$ cat src/gbld_pkg.sv
// shared types, constants and the crc step for the binary log deframer
// no dependencies
`timescale 1ns / 1ps

package gbld_pkg;

  // frame geometry
  localparam int HeaderBytes = 28;
  localparam int CrcBytes    = 4;
  localparam int CountW      = 17;

  // input queue between front and back
  localparam int QueueDepth = 2;
  localparam int QPtrW      = $clog2(QueueDepth);
  localparam int QCntW      = $clog2(QueueDepth + 1);

  // configuration port
  localparam int AddrW = 5;
  localparam int DataW = 32;

  // pipeline stages of the sync byte crc
  localparam int SyncCrcStages = 3;

  // sync pattern
  localparam logic [7:0]  SyncB2   = 8'h12;
  localparam logic [15:0] SyncHead = 16'hAA44;
  localparam logic [7:0]  SyncB0   = 8'hAA;
  localparam logic [7:0]  SyncB1   = 8'h44;

  // header byte positions
  localparam logic [CountW-1:0] PosIdLo   = CountW'(4);
  localparam logic [CountW-1:0] PosIdHi   = CountW'(5);
  localparam logic [CountW-1:0] PosType   = CountW'(6);
  localparam logic [CountW-1:0] PosLenLo  = CountW'(8);
  localparam logic [CountW-1:0] PosLenHi  = CountW'(9);
  localparam logic [CountW-1:0] PosWeekLo = CountW'(14);
  localparam logic [CountW-1:0] PosWeekHi = CountW'(15);
  localparam logic [CountW-1:0] PosTow0   = CountW'(16);
  localparam logic [CountW-1:0] PosTow1   = CountW'(17);
  localparam logic [CountW-1:0] PosTow2   = CountW'(18);
  localparam logic [CountW-1:0] PosTow3   = CountW'(19);
  localparam logic [CountW-1:0] SyncCount = CountW'(3);

  // frame status codes
  localparam logic [1:0] StatGood   = 2'd0;
  localparam logic [1:0] StatCrcBad = 2'd1;
  localparam logic [1:0] StatLenBad = 2'd2;

  // message type and class codes
  localparam logic [1:0] TypeBinary  = 2'd0;
  localparam logic [2:0] ClsOther    = 3'd0;
  localparam logic [2:0] ClsRange    = 3'd1;
  localparam logic [2:0] ClsGpsEph   = 3'd2;
  localparam logic [2:0] ClsBdsEph   = 3'd3;
  localparam logic [2:0] ClsBestPos  = 3'd4;

  // register indexes
  typedef enum logic [2:0] {
    REG_POLY    = 3'd0,
    REG_MAX_LEN = 3'd1,
    REG_RANGE   = 3'd2,
    REG_GPS_EPH = 3'd3,
    REG_BDS_EPH = 3'd4,
    REG_BESTPOS = 3'd5
  } reg_idx_e;

  // parser phase
  typedef enum logic [1:0] {
    PH_HUNT = 2'd0,
    PH_HEAD = 2'd1,
    PH_BODY = 2'd2
  } phase_e;

  // configuration seen by the parser
  typedef struct packed {
    logic [31:0] poly;
    logic [15:0] max_len;
    logic [15:0] range_id;
    logic [15:0] gps_id;
    logic [15:0] bds_id;
    logic [15:0] best_id;
  } cfg_t;

  // one frame summary
  typedef struct packed {
    logic [1:0]  status;
    logic [15:0] id;
    logic [1:0]  mtype;
    logic [15:0] length;
    logic [15:0] week;
    logic [31:0] tow;
    logic [2:0]  mclass;
  } frame_t;

  // reflected crc over one byte, one polynomial step per bit
  function automatic logic [31:0] crc_byte(input logic [31:0] crc, input logic [7:0] b,
                                           input logic [31:0] poly);
    logic [31:0] c;
    c = crc ^ {24'd0, b};
    for (int k = 0; k < 8; k++) begin
      c = c[0] ? ((c >> 1) ^ poly) : (c >> 1);
    end
    return c;
  endfunction

endpackage

$ cat src/gbld_front.sv
// front part: accepts stream bytes into a short queue for the parser
// depends on gbld_pkg
`timescale 1ns / 1ps

module gbld_front (
  input  logic       clk_i,
  input  logic       rst_ni,
  input  logic       in_valid_i,
  output logic       in_ready_o,
  input  logic [7:0] data_byte_i,
  output logic       q_valid_o,
  output logic [7:0] q_byte_o,
  input  logic       q_pop_i
);
  import gbld_pkg::*;

  logic [7:0]       mem_q [QueueDepth];
  logic [QPtrW-1:0] wr_ptr_q, wr_ptr_d;
  logic [QPtrW-1:0] rd_ptr_q, rd_ptr_d;
  logic [QCntW-1:0] cnt_q, cnt_d;
  logic             push, pop;

  // handshake
  assign in_ready_o = (cnt_q != QCntW'(QueueDepth));
  assign q_valid_o  = (cnt_q != '0);
  assign q_byte_o   = mem_q[rd_ptr_q];
  assign push       = in_valid_i && in_ready_o;
  assign pop        = q_pop_i && q_valid_o;

  // pointer and fill count update
  always_comb begin
    wr_ptr_d = wr_ptr_q;
    rd_ptr_d = rd_ptr_q;
    cnt_d    = cnt_q;
    if (push) begin
      wr_ptr_d = (wr_ptr_q == QPtrW'(QueueDepth - 1)) ? '0 : wr_ptr_q + 1'b1;
    end
    if (pop) begin
      rd_ptr_d = (rd_ptr_q == QPtrW'(QueueDepth - 1)) ? '0 : rd_ptr_q + 1'b1;
    end
    if (push && !pop) begin
      cnt_d = cnt_q + 1'b1;
    end else if (pop && !push) begin
      cnt_d = cnt_q - 1'b1;
    end
  end

  always_ff @(posedge clk_i or negedge rst_ni) begin
    if (!rst_ni) begin
      wr_ptr_q <= '0;
      rd_ptr_q <= '0;
      cnt_q    <= '0;
    end else begin
      wr_ptr_q <= wr_ptr_d;
      rd_ptr_q <= rd_ptr_d;
      cnt_q    <= cnt_d;
    end
  end

  // byte storage
  always_ff @(posedge clk_i) begin
    if (push) begin
      mem_q[wr_ptr_q] <= data_byte_i;
    end
  end

endmodule

$ cat src/gbld_back.sv
// back part: sync hunt, header capture, length and crc check and summary output register
// depends on gbld_pkg
`timescale 1ns / 1ps

module gbld_back (
  input  logic             clk_i,
  input  logic             rst_ni,
  input  gbld_pkg::cfg_t   cfg_i,
  input  logic             q_valid_i,
  input  logic [7:0]       q_byte_i,
  output logic             q_pop_o,
  output logic             out_valid_o,
  input  logic             out_ready_i,
  output gbld_pkg::frame_t out_o
);
  import gbld_pkg::*;

  phase_e            phase_q, phase_d;
  logic [15:0]       win_q, win_d;
  logic [CountW-1:0] cnt_q, cnt_d;
  logic [31:0]       crc_q, crc_d;
  logic [15:0]       id_q, id_d;
  logic [1:0]        type_q, type_d;
  logic [15:0]       len_q, len_d;
  logic [15:0]       week_q, week_d;
  logic [31:0]       tow_q, tow_d;
  logic [31:0]       rcrc_q, rcrc_d;
  logic [31:0]       pre1_q, pre2_q, pre3_q;
  logic [31:0]       poly_q;
  logic [1:0]        pre_wait_q, pre_wait_d;
  logic              out_valid_q, out_valid_d;
  frame_t            out_q, out_d;

  logic              pop, emit, poly_chg;
  logic [1:0]        emit_status;
  logic [CountW-1:0] cnt_inc, body_end;
  logic [1:0]        crc_k;
  logic [2:0]        cls;

  // parser takes a byte whenever the output slot can take a summary
  // and the sync crc stages hold the current polynomial
  assign poly_chg = (cfg_i.poly != poly_q);
  assign pop      = q_valid_i && (!out_valid_q || out_ready_i) && !poly_chg &&
                    (pre_wait_q == '0);
  assign q_pop_o  = pop;
  assign cnt_inc  = cnt_q + 1'b1;
  assign body_end = CountW'(HeaderBytes) + {1'b0, len_q};
  assign crc_k    = 2'(cnt_q - body_end);

  // crc of the sync bytes, staged one byte per cycle off the polynomial
  always_ff @(posedge clk_i) begin
    pre1_q <= crc_byte(32'd0, SyncB0, cfg_i.poly);
    pre2_q <= crc_byte(pre1_q, SyncB1, cfg_i.poly);
    pre3_q <= crc_byte(pre2_q, SyncB2, cfg_i.poly);
  end

  // hold the parser while the sync crc stages refill after reset or a new polynomial
  always_comb begin
    pre_wait_d = pre_wait_q;
    if (poly_chg) begin
      pre_wait_d = 2'(SyncCrcStages - 1);
    end else if (pre_wait_q != '0) begin
      pre_wait_d = pre_wait_q - 1'b1;
    end
  end

  always_ff @(posedge clk_i or negedge rst_ni) begin
    if (!rst_ni) begin
      poly_q     <= '0;
      pre_wait_q <= 2'(SyncCrcStages);
    end else begin
      poly_q     <= cfg_i.poly;
      pre_wait_q <= pre_wait_d;
    end
  end

  // message class, first matching id wins
  always_comb begin
    cls = ClsOther;
    if (emit_status == StatGood && type_q == TypeBinary) begin
      if (id_q == cfg_i.range_id) begin
        cls = ClsRange;
      end else if (id_q == cfg_i.gps_id) begin
        cls = ClsGpsEph;
      end else if (id_q == cfg_i.bds_id) begin
        cls = ClsBdsEph;
      end else if (id_q == cfg_i.best_id) begin
        cls = ClsBestPos;
      end
    end
  end

  // next state of the parser
  always_comb begin
    phase_d     = phase_q;
    win_d       = win_q;
    cnt_d       = cnt_q;
    crc_d       = crc_q;
    id_d        = id_q;
    type_d      = type_q;
    len_d       = len_q;
    week_d      = week_q;
    tow_d       = tow_q;
    rcrc_d      = rcrc_q;
    emit        = 1'b0;
    emit_status = StatGood;
    if (pop) begin
      case (phase_q)
        PH_HEAD: begin
          crc_d = crc_byte(crc_q, q_byte_i, cfg_i.poly);
          cnt_d = cnt_inc;
          case (cnt_q)
            PosIdLo:   id_d        = {8'd0, q_byte_i};
            PosIdHi:   id_d[15:8]  = q_byte_i;
            PosType:   type_d      = q_byte_i[5:4];
            PosLenLo:  len_d       = {8'd0, q_byte_i};
            PosLenHi:  len_d[15:8] = q_byte_i;
            PosWeekLo: week_d      = {8'd0, q_byte_i};
            PosWeekHi: week_d[15:8] = q_byte_i;
            PosTow0:   tow_d       = {24'd0, q_byte_i};
            PosTow1:   tow_d[15:8] = q_byte_i;
            PosTow2:   tow_d[23:16] = q_byte_i;
            PosTow3:   tow_d[31:24] = q_byte_i;
            default:   ;
          endcase
          if (cnt_inc >= CountW'(HeaderBytes)) begin
            if (len_q > cfg_i.max_len) begin
              emit        = 1'b1;
              emit_status = StatLenBad;
              phase_d     = PH_HUNT;
              win_d       = '0;
              cnt_d       = '0;
            end else begin
              phase_d = PH_BODY;
              rcrc_d  = '0;
            end
          end
        end
        PH_BODY: begin
          cnt_d = cnt_inc;
          if (cnt_q < body_end) begin
            crc_d = crc_byte(crc_q, q_byte_i, cfg_i.poly);
          end else begin
            rcrc_d[8*crc_k +: 8] = q_byte_i;
            if ((cnt_inc - body_end) >= CountW'(CrcBytes)) begin
              emit        = 1'b1;
              emit_status = (rcrc_d == crc_q) ? StatGood : StatCrcBad;
              phase_d     = PH_HUNT;
              win_d       = '0;
              cnt_d       = '0;
            end
          end
        end
        default: begin
          // hunting, also the unused phase code
          if (win_q == SyncHead && q_byte_i == SyncB2) begin
            phase_d = PH_HEAD;
            cnt_d   = SyncCount;
            crc_d   = pre3_q;
            id_d    = '0;
            type_d  = '0;
            len_d   = '0;
            week_d  = '0;
            tow_d   = '0;
            rcrc_d  = '0;
            win_d   = '0;
          end else begin
            phase_d = PH_HUNT;
            win_d   = {win_q[7:0], q_byte_i};
          end
        end
      endcase
    end
  end

  // output register
  always_comb begin
    out_valid_d = out_valid_q;
    out_d       = out_q;
    if (emit) begin
      out_valid_d  = 1'b1;
      out_d.status = emit_status;
      out_d.id     = id_d;
      out_d.mtype  = type_d;
      out_d.length = len_d;
      out_d.week   = week_d;
      out_d.tow    = tow_d;
      out_d.mclass = cls;
    end else if (out_ready_i) begin
      out_valid_d = 1'b0;
    end
  end

  always_ff @(posedge clk_i or negedge rst_ni) begin
    if (!rst_ni) begin
      phase_q     <= PH_HUNT;
      win_q       <= '0;
      cnt_q       <= '0;
      crc_q       <= '0;
      id_q        <= '0;
      type_q      <= '0;
      len_q       <= '0;
      week_q      <= '0;
      tow_q       <= '0;
      rcrc_q      <= '0;
      out_valid_q <= 1'b0;
    end else begin
      phase_q     <= phase_d;
      win_q       <= win_d;
      cnt_q       <= cnt_d;
      crc_q       <= crc_d;
      id_q        <= id_d;
      type_q      <= type_d;
      len_q       <= len_d;
      week_q      <= week_d;
      tow_q       <= tow_d;
      rcrc_q      <= rcrc_d;
      out_valid_q <= out_valid_d;
    end
  end

  always_ff @(posedge clk_i) begin
    out_q <= out_d;
  end

  assign out_valid_o = out_valid_q;
  assign out_o       = out_q;

endmodule

$ cat src/gnss_binary_log_deframer.sv
// output: a frame's last byte passes the input queue and the parser into the summary register
// throughput: one byte per cycle while the output slot is free or being read and no crc
// refill holds the parser; a two-entry input queue absorbs two bytes while a summary waits
// crc: eight polynomial steps per byte per cycle; a polynomial write holds the parser
// reset: registers take their reset values, no clearing pass; hunting starts after the crc refill
// top level: configuration registers, input queue and parser, depends on gbld_pkg
`timescale 1ns / 1ps

module gnss_binary_log_deframer (
  input  logic                       clk_i,
  input  logic                       rst_ni,
  input  logic                       psel,
  input  logic                       penable,
  input  logic                       pwrite,
  input  logic [gbld_pkg::AddrW-1:0] paddr,
  input  logic [gbld_pkg::DataW-1:0] pwdata,
  output logic [gbld_pkg::DataW-1:0] prdata,
  output logic                       pready,
  input  logic                       in_valid_i,
  output logic                       in_ready_o,
  input  logic [7:0]                 data_byte_i,
  output logic                       out_valid_o,
  input  logic                       out_ready_i,
  output logic [1:0]                 frame_status_o,
  output logic [15:0]                message_id_o,
  output logic [1:0]                 message_type_o,
  output logic [15:0]                body_length_o,
  output logic [15:0]                gps_week_o,
  output logic [31:0]                week_milliseconds_o,
  output logic [2:0]                 message_class_o
);
  import gbld_pkg::*;

  cfg_t       cfg_q;
  reg_idx_e   reg_idx;
  logic       wr_en;
  logic       q_valid, q_pop;
  logic [7:0] q_byte;
  frame_t     frame;

  // register write and read
  assign pready  = 1'b1;
  assign reg_idx = reg_idx_e'(paddr[AddrW-1:2]);
  assign wr_en   = psel && penable && pwrite;

  always_ff @(posedge clk_i or negedge rst_ni) begin
    if (!rst_ni) begin
      cfg_q.poly     <= 32'hEDB8_8320;
      cfg_q.max_len  <= 16'd16384;
      cfg_q.range_id <= 16'd43;
      cfg_q.gps_id   <= 16'd7;
      cfg_q.bds_id   <= 16'd1696;
      cfg_q.best_id  <= 16'd42;
    end else if (wr_en) begin
      case (reg_idx)
        REG_POLY:    cfg_q.poly     <= pwdata;
        REG_MAX_LEN: cfg_q.max_len  <= pwdata[15:0];
        REG_RANGE:   cfg_q.range_id <= pwdata[15:0];
        REG_GPS_EPH: cfg_q.gps_id   <= pwdata[15:0];
        REG_BDS_EPH: cfg_q.bds_id   <= pwdata[15:0];
        REG_BESTPOS: cfg_q.best_id  <= pwdata[15:0];
        default:     ;
      endcase
    end
  end

  always_comb begin
    case (reg_idx)
      REG_POLY:    prdata = cfg_q.poly;
      REG_MAX_LEN: prdata = {16'd0, cfg_q.max_len};
      REG_RANGE:   prdata = {16'd0, cfg_q.range_id};
      REG_GPS_EPH: prdata = {16'd0, cfg_q.gps_id};
      REG_BDS_EPH: prdata = {16'd0, cfg_q.bds_id};
      REG_BESTPOS: prdata = {16'd0, cfg_q.best_id};
      default:     prdata = '0;
    endcase
  end

  // input queue
  gbld_front u_front (
    .clk_i       (clk_i),
    .rst_ni      (rst_ni),
    .in_valid_i  (in_valid_i),
    .in_ready_o  (in_ready_o),
    .data_byte_i (data_byte_i),
    .q_valid_o   (q_valid),
    .q_byte_o    (q_byte),
    .q_pop_i     (q_pop)
  );

  // parser and summary register
  gbld_back u_back (
    .clk_i       (clk_i),
    .rst_ni      (rst_ni),
    .cfg_i       (cfg_q),
    .q_valid_i   (q_valid),
    .q_byte_i    (q_byte),
    .q_pop_o     (q_pop),
    .out_valid_o (out_valid_o),
    .out_ready_i (out_ready_i),
    .out_o       (frame)
  );

  assign frame_status_o      = frame.status;
  assign message_id_o        = frame.id;
  assign message_type_o      = frame.mtype;
  assign body_length_o       = frame.length;
  assign gps_week_o          = frame.week;
  assign week_milliseconds_o = frame.tow;
  assign message_class_o     = frame.mclass;

endmodule

$ cat config.mk
export PLATFORM = sky130hd
export DESIGN_NAME = gnss_binary_log_deframer
export DESIGN_NICKNAME = d
export VERILOG_FILES = /design/src/gbld_pkg.sv /design/src/gbld_front.sv /design/src/gbld_back.sv /design/src/gnss_binary_log_deframer.sv
export SDC_FILE = /design/constraint.sdc
export NUM_CORES = 2
export LEC_CHECK = 0
export BUFFER_PORTS_ARGS = -buffer_cell sky130_fd_sc_hd__buf_2
export CORE_MARGIN = 1
export CORE_UTILIZATION = 49
export CTS_CLUSTER_SIZE = 16
export DETAILED_ROUTE_END_ITERATION = 12
export GPL_TIMING_DRIVEN = 0
export PLACE_DENSITY = 0.66
export SLEW_MARGIN = 20
export SYNTH_ARGS = -nofsm -noshare
export SYNTH_HDL_FRONTEND = slang
export SYNTH_SLANG_ARGS = --single-unit
$ cat constraint.sdc
create_clock -name clk_i -period 30.9 [get_ports clk_i]
set_input_delay 1.545 -clock clk_i [delete_from_list [all_inputs] [get_ports clk_i]]
set_output_delay 1.545 -clock clk_i [all_outputs]
set_load 0.005 [all_outputs]
==> flow_summary.ini <==
[sta]
period_needed_ns = 6.66
timing.final.max_slew_violations = 0
fin_setup_tns_ns = 0
hold_viol_final = 0
setup_ws_ns = 24.24
slew_headroom = 0.114
max_freq_ghz = 0.150
setup_viol = 0
rsz0062_at_grt = false
worstMarginPinSlew_ns = 1.33
finalCritPeriodShare = 0.216
skew_ns = 0.0369

[cells_and_area]
drive_above_1_share = 0.0951
area_growth_pct = 11.4
n_antenna_cell = 0
post-route-cell-area_um2 = 41400
nets = 4753

[cts]
clk_pin_slew_ns = 0.06
cts_tree = done
cts_made_buffers = 57
cts_resized = 0
clk_path_buf_depth = 3
root_buffer = clkbuf_16
clkSinkCount = 531
hold_buffers = 0
post_cts_buffers = 0
clk_latency_ns = 0.68
htreeDepth = 2

[setup_path]
cp-start-kind = register
worstPathRequired_ns = 31.44
path_max_fanout = 10
worstPathArrival_ns = 7.20
critPathKind = register to register
end_kind = register

[grt]
gr-usage-all-layers = 0.329
grt_pass1_vias = 30000
globalRoute.totalOverflow = 0
antenna_found_initial = 4
grt_pass1_wl_um = 192000
grt_max_degree = 101

[yosys]
synth_edf_count = 103
synth_largest_area_cell = dfrtp_1
synth_compound_area_frac = 0.0887
synth_top_area_frac = 0.203
synth_xor_xnor_area_share = 0.247
ys_types = 79
synth_nets = 4518
ys_ff_latch = 531
syn_area_per_cell_um2 = 8.41
yosys_warnings = 0
synthesis.area_um2 = 37100
async_reset_ff_frac = 0.625
synthMuxAreaShare = 0.0460
synthTopCellsByArea = dfrtp_1 20%, xnor2_1 20%, nand2_1 12%
yosysSeqAreaShare = 0.360
synthSimpleGateAreaFrac = 0.195
syn_inst = 4416
synthAdderAreaFrac = 0.0176
synth-main-ff-cell = dfrtp_1
synth_top_family_by_area = XOR/XNOR gates

[die]
num_io_pins = 174
rows = 100
start_util = 0.497
die_area_um2 = 76900
chipWidth_um = 277
die_y_um = 277
core_region_area_um2 = 74700

[hold_path]
hp-class = register to register

[routing]
drt-pass1-iter-count = 8
drc = 0
first_iter_violations = 4169
finalWirelength_um = 129000
avgRoutedWirePerCell_um = 22.8
via_per_inst = 5.76
num_vias = 32600
ant_nets = 0

[place]
post-place-ws_ns = 24.45
dpl_cell_area_um2 = 39400
dp_hpwl_um = 98100
gp_congestion = 0.981
port-buffer-count = 167

[job]
maxCapViolations = 0

[status]
status = finished clean
placed cells by master (no fill, tap or decap), types with 13 or more instances in the layout:
cell       Yosys  routed
o21a_1        38      38
ha_1          49      49
nand3_1      107     107
nor3b_1       39      36
a21o_1        17      17
mux2_2       104     104
and2_1        25      25
a21oi_1       90      90
nand2_1     1143    1143
dfstp_2       31      31
xor2_1       182     182
clkbuf_16      0      57
nand4_1       42      42
dfxtp_1       96      96
dfrtp_1      301     301
o32ai_1       27      27
nor2b_1       19      19
nor2_1        95      95
and3_1        39      39
or3_1         17      17
nor4_1        30      29
a22oi_1       68      68
o22ai_1       18      18
nor3_1        72      72
buf_2          8     176
inv_1         79      79
edfxtp_1     103     103
nand2b_1      14      14
o21ai_0      184     183
a31oi_1       15      15
clkbuf_1     299     305
buf_1         49      49
clkinv_2       0      13
mux2i_1       48      48
xnor2_1      850     847
per-layer routing:
metal  global-route usage  share of wire  vias to the layer above
met1                0.485           0.43                    15800
met2                0.488           0.43                     1659
met4               0.0994          0.031                        0
met5                    0              0                        -
li1                     -              -                    15000
met3               0.0590           0.11                      254
stage by stage:
stage	std cells	utilization	hold WS, ns
2_1_floorplan	4416	-	0.352
3_3_place_gp	5552	0.524	0.355
3_5_place_dp	5561	0.528	0.361
4_1_cts	5669	0.554	0.375
5_1_grt	5669	0.554	0.382
6_report	5669	0.554	0.375
synth_stat cells, types with 6 or more instances:
library cell and count:
and3_1 39, o21ai_1 10, edfxtp_1 103, nand2_1 1143, mux2i_1 48, ha_1 49, dfxtp_1 96, buf_2 8
clkbuf_1 299, nand2b_1 14, xnor2_1 850, a211oi_1 6, mux2_2 104, dfrtp_1 301, nor2b_1 19, and2_1 25
a21o_1 17, dfstp_2 31, nor2_1 95, xor2_1 182, inv_1 79, buf_1 49, a311oi_1 7, nor4_1 30
a22oi_1 68, nor3b_1 39, or3_1 17, nand3b_1 9, a31oi_1 15, nand3_1 107, o22ai_1 18, or2_2 10
nand4_1 42, o21ai_0 184, o21a_1 38, o32ai_1 27, a21oi_1 90, nor3_1 72
final cells by class:
class	instances	area, µm²
inverters	80	300
flip-flops and latches	531	13400
repair buffers	176	1050
fillers	6851	33300
plain buffers	359	1370
well taps	969	1210
clock buffers	67	1500
clock inverters	41	417
multi-input cells	3446	22200
worst max-delay path, stage by stage (launching register included):
cell and delay, ns:
dfrtp_1 0.42, clkbuf_1 0.35, buf_2 0.33, buf_1 0.45, o21ai_0 0.21, a21boi_0 0.28
nor3b_1 0.10, xnor2_1 0.44, nand2_1 0.13, xnor2_1 0.68, nand3_1 0.16, a21oi_1 0.20
a21oi_1 0.07, xnor2_1 0.93, nand2_1 0.22, xnor2_2 0.64, clkbuf_1 0.45, nand2_1 0.14
xnor2_1 0.31
flip-flops by register name, summed over array words and instances (netlist names), 17 cells and up:
register       count
u_back.cnt_q      17
u_back.pre2_q     32
u_back.crc_q      32
u_back.poly_q     32
u_back.out_o      87
u_back.rcrc_q     32
u_back.pre1_q     32
u_back.tow_q      32
cfg_q            112
u_back.pre3_q     32
path summary, 6_finish.rpt:
kind | from | endpoint | slack [ns] | cells after the start
min | cfg_q[81] | u_back.poly_q[1] | 0.37 | 0
min reg2reg | cfg_q[81] | u_back.poly_q[1] | 0.37 | 0
max | cfg_q[80] | u_back.pre3_q[27] | 24.24 | 18
min in group asynchronous | rst_ni | u_back.cnt_q[13] | 0.84 | 1
max in group asynchronous | rst_ni | cfg_q[100] | 28.72 | 3
max reg2reg | cfg_q[80] | u_back.pre3_q[27] | 24.24 | 18
logic make-up after synthesis:
| group | Yosys count |
|---|---|
| AND/OR/NAND/NOR | 1675 |
| XOR/XNOR | 1039 |
| flip-flops | 531 |
| AO/OA/AOI/OAI | 524 |
| buffers and inverters | 439 |
| multiplexers | 155 |
| adder cells (fa/ha/maj) | 52 |
| other | 1 |
Power is not shown: default switching activity piles up to over one toggle a cycle in this logic, so the estimate is an artifact.
